==> config.mk <==
export PLATFORM = sky130hd
export DESIGN_NAME = ndt_ram
export DESIGN_NICKNAME = d
export VERILOG_FILES = /design/src/rtl/ndt_ram.sv
export SDC_FILE = /design/constraint.sdc
export NUM_CORES = 1
export LEC_CHECK = 0
export BUFFER_PORTS_ARGS = -buffer_cell sky130_fd_sc_hd__buf_4
export CAP_MARGIN = 20
export CORE_ASPECT_RATIO = 0.7
export CORE_MARGIN = 5
export CORE_UTILIZATION = 40
export DETAILED_ROUTE_END_ITERATION = 10
export PLACE_DENSITY_LB_ADDON = 0.08
export RECOVER_POWER = 25
export SLEW_MARGIN = 40
export SYNTH_ARGS = -nofsm -noshare
export SYNTH_HDL_FRONTEND = slang
export SYNTH_SLANG_ARGS = --single-unit
==> constraint.sdc <==
create_clock -name clk -period 1.9 [get_ports clk]
set_clock_uncertainty 0.05 [all_clocks]
set_input_delay 0.19 -clock clk [delete_from_list [all_inputs] [get_ports clk]]
set_output_delay 0.19 -clock clk [all_outputs]
set_load 0.01 [all_outputs]
==> src/rtl/ndt_ram.sv <==
// Generic single-clock RAM with one write port and one registered read port.
// Depends on nothing.
module ndt_ram #(
  parameter int WIDTH = 8,
  parameter int DEPTH = 16
) (
  input  logic                     clk,
  input  logic                     we,
  input  logic [$clog2(DEPTH)-1:0] waddr,
  input  logic [WIDTH-1:0]         wdata,
  input  logic                     re,
  input  logic [$clog2(DEPTH)-1:0] raddr,
  output logic [WIDTH-1:0]         rdata
);

  logic [WIDTH-1:0] mem [DEPTH];
  logic [WIDTH-1:0] rdata_r;

  always_ff @(posedge clk) begin
    if (we) begin
      mem[waddr] <= wdata;
    end
    if (re) begin
      rdata_r <= mem[raddr];
    end
  end

  assign rdata = rdata_r;

endmodule

==> flow_metrics.env, run 1 <==
export IMPL_status="finished, final reports clean"
export IMPL_final_hold_violation_count=0
export IMPL_grt_antenna_before_repair=0
export IMPL_yosys_warnings=0
export IMPL_end_kind="register"
export IMPL_clk_latency_ns=0.41
export IMPL_rows=35
export IMPL_io_pins=27
export IMPL_antenna_left=0
export IMPL_synth_top_family_by_area="multiplexers"
export IMPL_initial_utilization_pct=40.33
export IMPL_grtUsageTotal_pct=15.10
export IMPL_n_antenna_cell=0
export IMPL_portBuffers=26
export IMPL_grt_max_degree=17
export IMPL_final_cells=470
export IMPL_die_y_um=105.6
export IMPL_dpl_instance_area_mm2=0.005804
export IMPL_grt_pass1_vias=2591
export IMPL_synthAdderAreaFrac_pct=0
export IMPL_routed_wl_mm=11.11
export IMPL_vdd_drop_max_mv=0.7789
export IMPL_rsz0062_at_grt="false"
export IMPL_gp_congestion=0.7979
export IMPL_p_clk_share_pct=47.2
export IMPL_die_x_um=146.6
export IMPL_placed_cells=439
export IMPL_swShare_pct=19.66
export IMPL_synthCells=229
export IMPL_start_kind="register"
export IMPL_post_cts_buffers=0
export IMPL_p_comb_share_pct=4.9
export IMPL_power_frac_seq_pct=47.8
export IMPL_worst_ep_arrival_time_ns=1.68
export IMPL_final_nets=311
export IMPL_cts_tree="yes"
export IMPL_clockBufferDepth=2
export IMPL_num_vias=2554
export IMPL_min_period_ns=1.589
export IMPL_vias_per_cell=5.434
export IMPL_setup_tns_ns=0
export IMPL_synth_xor_area_share_pct=0
export IMPL_synthMuxAreaShare_pct=14.79
export IMPL_synth_nets=248
export IMPL_synth_compound_area_share_pct=2.298
export IMPL_leakagePower_nw=2.165
export IMPL_switching_power_mw=1.398
export IMPL_design_core_area_mm2=0.01296
export IMPL_clkSinkCount=136
export IMPL_grt_overflow_total=0
export IMPL_required_ns=1.99
export IMPL_drive_gt1_share_pct=31.58
export IMPL_powerDensity_mw_per_mm2=1113
export IMPL_crit_type="register to register"
export IMPL_cts_clk_slew_worst_paths_ns=0.06
export IMPL_syn_avg_cell_area_um2=22.83
export IMPL_max_freq_mhz=629.1
export IMPL_maxSlewHeadroom_pct=52.18
export IMPL_ys_ff_latch=136
export IMPL_root_buffer="clkbuf_16"
export IMPL_worstMarginPinSlew_ns=0.7173
export IMPL_cts_max_level=4
export IMPL_synthSimpleGateAreaFrac_pct=3.135
export IMPL_yosysSeqAreaShare_pct=78.12
export IMPL_first_iter_violations=225
export IMPL_grt_pass1_wl_mm=16.80
export IMPL_synth_area_mm2=0.005228
export IMPL_finish_instance_area_mm2=0.006390
export IMPL_drc=0
export IMPL_worstPathMaxFanout=1
export IMPL_internal_power_mw=5.713
export IMPL_hold_ws_ns=0.05655
export IMPL_min_period_over_period_pct=83.66
export IMPL_setup_viol_count_final=0
export IMPL_cts_resized=0
export IMPL_wl_per_cell_um=23.63
export IMPL_syn_to_final_growth_pct=22.24
export IMPL_dr_pass1_iters=4
export IMPL_place_ws_ns=0.06472
export IMPL_cts_hold_fix_buffers=0
export IMPL_synth_distinct_cells=18
export IMPL_holdCritPathClass="input pin to register"
export IMPL_cts_buffers=17
export IMPL_cap_violations=0
export IMPL_fin_ws_ns=0.3105
export IMPL_die_area_mm2=0.01549
export IMPL_maxSlewViolCount=0
export IMPL_dp_hpwl_mm=7.377
## cells by family after synthesis
kind of cell	count (synthesis)
simple gates	35
flops	136
mux	32
buf+inv	10
compound gates	16
## final timing paths
check	start	endpoint	slack, ns	depth (start not counted)
hold reg to reg	mem[5][3]	rdata[3]	0.69	3
setup reg to reg	mem[10][7]	rdata[7]	0.31	3
hold / removal	re	rdata[0]	0.06	1
setup / recovery	mem[10][7]	rdata[7]	0.31	3
## worst max-delay path, cell delays in order, from the launching register on
cell and delay [ns]:
edfxtp_1 0.36, mux4_2 0.47, a22oi_1 0.33, nand2_1 0.11
## Yosys cell counts
master           instances  area [um^2]
clkdlybuf4s25_2          3        30.03
buf_4                    1        7.510
and2_1                   1        6.260
nor2_1                  13        48.80
nand3b_1                 2        15.01
edfxtp_1               136         4084
nand3_1                  1        5.000
buf_6                    3        33.78
nor2b_1                  1        6.260
mux4_2                  18        405.4
nand2_1                  9        33.78
buf_2                    3        15.01
mux4_1                  14        367.9
nor3_1                   4        20.02
nand2b_1                 2        12.51
and2b_1                  1        7.510
or3b_2                   1        8.760
a22oi_1                 16        120.1
## flip-flops by register name, summed over array words and instances (netlist names)
| register | count |
|---|---|
| mem | 128 |
| rdata | 8 |
## power groups by stage
stage	Clock (mW)	Sequential, mW	Combinational (mW)
after floorplan	0	3.46	0.171
after global placement	0	3.46	0.362
after detailed placement	0	3.46	0.364
after CTS	3.41	3.40	0.366
after global routing	3.56	3.41	0.382
final	3.36	3.40	0.352
## metrics by stage
| stage | total power, mW | utilization [%] |
|---|---|---|
| 2_1_floorplan | 3.634 | - |
| 3_5_place_dp | 3.826 | 44.78 |
| 3_3_place_gp | 3.824 | 44.78 |
| 4_1_cts | 7.179 | 49.47 |
| 5_1_grt | 7.351 | 49.30 |
| 6_report | 7.111 | 49.30 |
## layout make-up
| class | instances | area (um^2) |
|---|---|---|
| clock inverters | 14 | 182.7 |
| fillers | 1076 | 6573 |
| multi-input cells | 83 | 1057 |
| well taps | 166 | 207.7 |
| repair buffers | 54 | 432.9 |
| clock buffers | 17 | 425.4 |
| flip-flops and latches | 136 | 4084 |
## layer usage
layer / share of wire [%] / vias up / track usage, %
li1: - / 1107 / -
met2: 44 / 70 / 21.29
met4: 0.66 / 0 / 2.819
met3: 4.1 / 7 / 5.200
met5: 0 / - / 0
met1: 51 / 1370 / 22.86
## cells in the final DEF (no fill, tap or decap), types with 3 or more instances in the layout
master,netlist,layout
edfxtp_1,136,136
buf_4,1,44
mux4_2,18,18
clkbuf_16,0,17
a22oi_1,16,16
mux4_1,14,14
nor2_1,13,13
nand2_1,9,9
clkbuf_1,0,6
nor3_1,4,4
bufinv_16,0,4
buf_12,0,4
clkinv_2,0,3
clkinvlp_4,0,3
No activity file was read; power rests on OpenSTA's default activity.
==> run 2, diff against run 1 <==
ABC_AREA = 1   (was unset)
clock period = 1.35 ns   (was 1.9 ns; I/O delays follow)
==> flow_metrics.env, run 2 <==
export IMPL_syn_avg_cell_area_um2=10.61
export IMPL_worstPathCellList="buf_4"
export IMPL_rr_startpoint="mem[4][5]"
export IMPL_top_layer="met4"
export IMPL_vias_per_cell=4.712
export IMPL_first_iter_violations=314
export IMPL_portBuffers=26
export IMPL_holdCritPathClass="input pin to register"
export IMPL_yosys_warnings=0
export IMPL_reg2reg_to="rdata[5]"
export IMPL_synthTopCellsByArea="edfxtp_1 70%, nand2_1 11%, nand3_1 8.3%"
export IMPL_powerDensity_mw_per_mm2=1420
export IMPL_mostFrequentLayoutCell="nand2_1"
export IMPL_ys_ff_latch=136
export IMPL_rsz0062_at_grt="false"
export IMPL_cts_tree="yes"
export IMPL_end_kind="output pin"
export IMPL_synth_nets=570
export IMPL_critPathSlowestCell="edfxtp_1"
export IMPL_wl_per_cell_um=17.75
export IMPL_root_buffer="clkbuf_16"
export IMPL_grt_pass1_vias=3627
export IMPL_die_x_um=154.5
export IMPL_rows=37
export IMPL_worstMarginPinSlew_ns=0.8787
export IMPL_cts_max_level=4
export IMPL_synth_flop_cell="edfxtp_1"
export IMPL_final_cell_mix="173 x nand2_1, 136 x edfxtp_1, 100 x inv_1"
export IMPL_crit_end="rdata[5]"
export IMPL_dr_pass1_iters=5
export IMPL_totalPowerFinal_mw=9.878
export IMPL_design_core_area_mm2=0.01454
export IMPL_route_met3_wl_um=783
export IMPL_crit_start="rdata[5]"
export IMPL_crit_type="register to output pin"
export IMPL_die_y_um=111.2
export IMPL_final_hold_violation_count=0
export IMPL_clockBufferDepth=2
export IMPL_initial_utilization_pct=40.22
export IMPL_clkSinkCount=136
export IMPL_vdd_drop_max_mv=0.8646
export IMPL_dp_hpwl_mm=9.169
export IMPL_synthCells=551
export IMPL_met2WireLength_mm=6.077
export IMPL_final_cells=813
export IMPL_maxSlewViolCount=0
export IMPL_io_pins=27
export IMPL_placed_cells=780
export IMPL_min_period_ns=1.211
export IMPL_drc=0
export IMPL_worst_ep_arrival_time_ns=1.03
export IMPL_synth_common_cells="173 x nand2_1, 136 x edfxtp_1, 100 x inv_1"
export IMPL_min_period_over_period_pct=89.72
export IMPL_clk_latency_ns=0.41
export IMPL_setup_viol_count_final=0
export IMPL_cts_resized=0
export IMPL_status="finished, final reports clean"
export IMPL_path_buf_inv=1
export IMPL_grt_pass1_wl_mm=22.22
export IMPL_worstPathMaxFanout=1
export IMPL_finish_instance_area_mm2=0.006957
export IMPL_worst_r2r_setup_slack_ns=0.14
export IMPL_maxSlewHeadroom_pct=41.42
export IMPL_required_ns=1.16
export IMPL_regMostFlops="mem"
export IMPL_dpl_instance_area_mm2=0.006410
export IMPL_die_area_mm2=0.01717
export IMPL_cts_buffers=17
export IMPL_grt_antenna_before_repair=0
export IMPL_synth_top_area_share_pct=69.85
export IMPL_r2r_cells=6
export IMPL_leakagePower_nw=2.978
export IMPL_cap_violations=0
export IMPL_n_antenna_cell=0
export IMPL_grtUsageTotal_pct=17.68
export IMPL_critPathTopFamily="flip-flops"
export IMPL_synth_distinct_cells=11
export IMPL_grt_max_degree=33
export IMPL_synthArstFlopShare_pct=0
export IMPL_yosysSeqAreaShare_pct=69.85
export IMPL_worstSetupPathDepth=1
export IMPL_cts_clk_slew_worst_paths_ns=0.06
export IMPL_largest_reg_flops=128
export IMPL_syn_to_final_growth_pct=18.98
export IMPL_final_nets=624
export IMPL_synth_most_common_cell="nand2_1"
export IMPL_max_freq_mhz=825.6
export IMPL_num_vias=3831
export IMPL_drive_gt1_share_pct=13.27
export IMPL_cpPeakStageDelay_ns=0.44
export IMPL_start_kind="register"
export IMPL_synth_area_mm2=0.005847
export IMPL_routed_wl_mm=14.43
export IMPL_antenna_left=0
export IMPL_grt_overflow_total=0
export IMPL_synth_largest_area_cell="edfxtp_1"
export IMPL_wl_met1_mm=7.437
export IMPL_gp_congestion=0.7808
export IMPL_synth_enable_flop_cells=136
export IMPL_fin_util_pct=47.86
[run 2: cell types whose count changed after synthesis, moves of 4 or more]
cell and delta:
nand2_1 +164, inv_1 +100, nand3_1 +96, mux4_2 -18, a22oi_1 -16, mux4_1 -14
buf_2 +10, nor2_1 +4, nor3_1 -4
[run 2: worst min path at each step]
stage / cells past startpoint / end / slack, ns / startpoint
3_5_place_dp: 1 / rdata[7] / 0.40 / re
6_report: 1 / mem[2][5] / 0.05 / wdata[5]
4_1_cts: 1 / mem[11][4] / 0.03 / wdata[4]
2_1_floorplan: 0 / mem[0][0] / 0.18 / wdata[0]
3_3_place_gp: 1 / rdata[7] / 0.40 / re
5_1_grt: 1 / mem[2][5] / 0.05 / wdata[5]
[run 2: layer usage]
layer / global-route usage (%) / vias to the layer above
met5: 0 / -
met2: 24.45 / 93
met4: 4.588 / 0
li1: - / 1889
met3: 3.433 / 15
met1: 28.18 / 1834
[run 2: through the flow]
step / hold slack [ns] / setup slack (ns) / setup TNS, ns
5_1_grt: 0.05355 / 0.06433 / 0
6_report: 0.05055 / 0.1387 / 0
4_1_cts: 0.02693 / 0.1317 / 0
3_3_place_gp: 0.4033 / -0.09153 / -0.4803
2_1_floorplan: 0.1839 / 0.2142 / 0
3_5_place_dp: 0.4000 / -0.1196 / -0.5854
[run 2: cells by family after synthesis]
| group | after synthesis | share of synthesized area (%) |
|---|---|---|
| simple gates | 289 | 20.76 |
| buf+inv | 126 | 9.394 |
| flops | 136 | 69.85 |
[run 2: cell type report]
class	count	area [um^2]
Clock inverter	14	133.9
Timing Repair Buffer	59	469.2
Multi-Input combinational cell	289	1214
Tap cell	195	244.0
Inverter	102	382.9
Clock buffer	18	429.2
Sequential cell	136	4084
Fill cell	1369	7580
[run 2: what timing repair did]
action | CTS | global route
endpoints found under the setup margin | 0 | 0
hold buffers | 1 | 0
buffers inserted | 0 | 0
endpoints found under the hold margin | 8 | 0
[run 2: where the power goes]
part           internal [mW]  switching [mW]
registers               4.76          0.0334
clock network           2.69            1.75
logic                  0.209           0.435
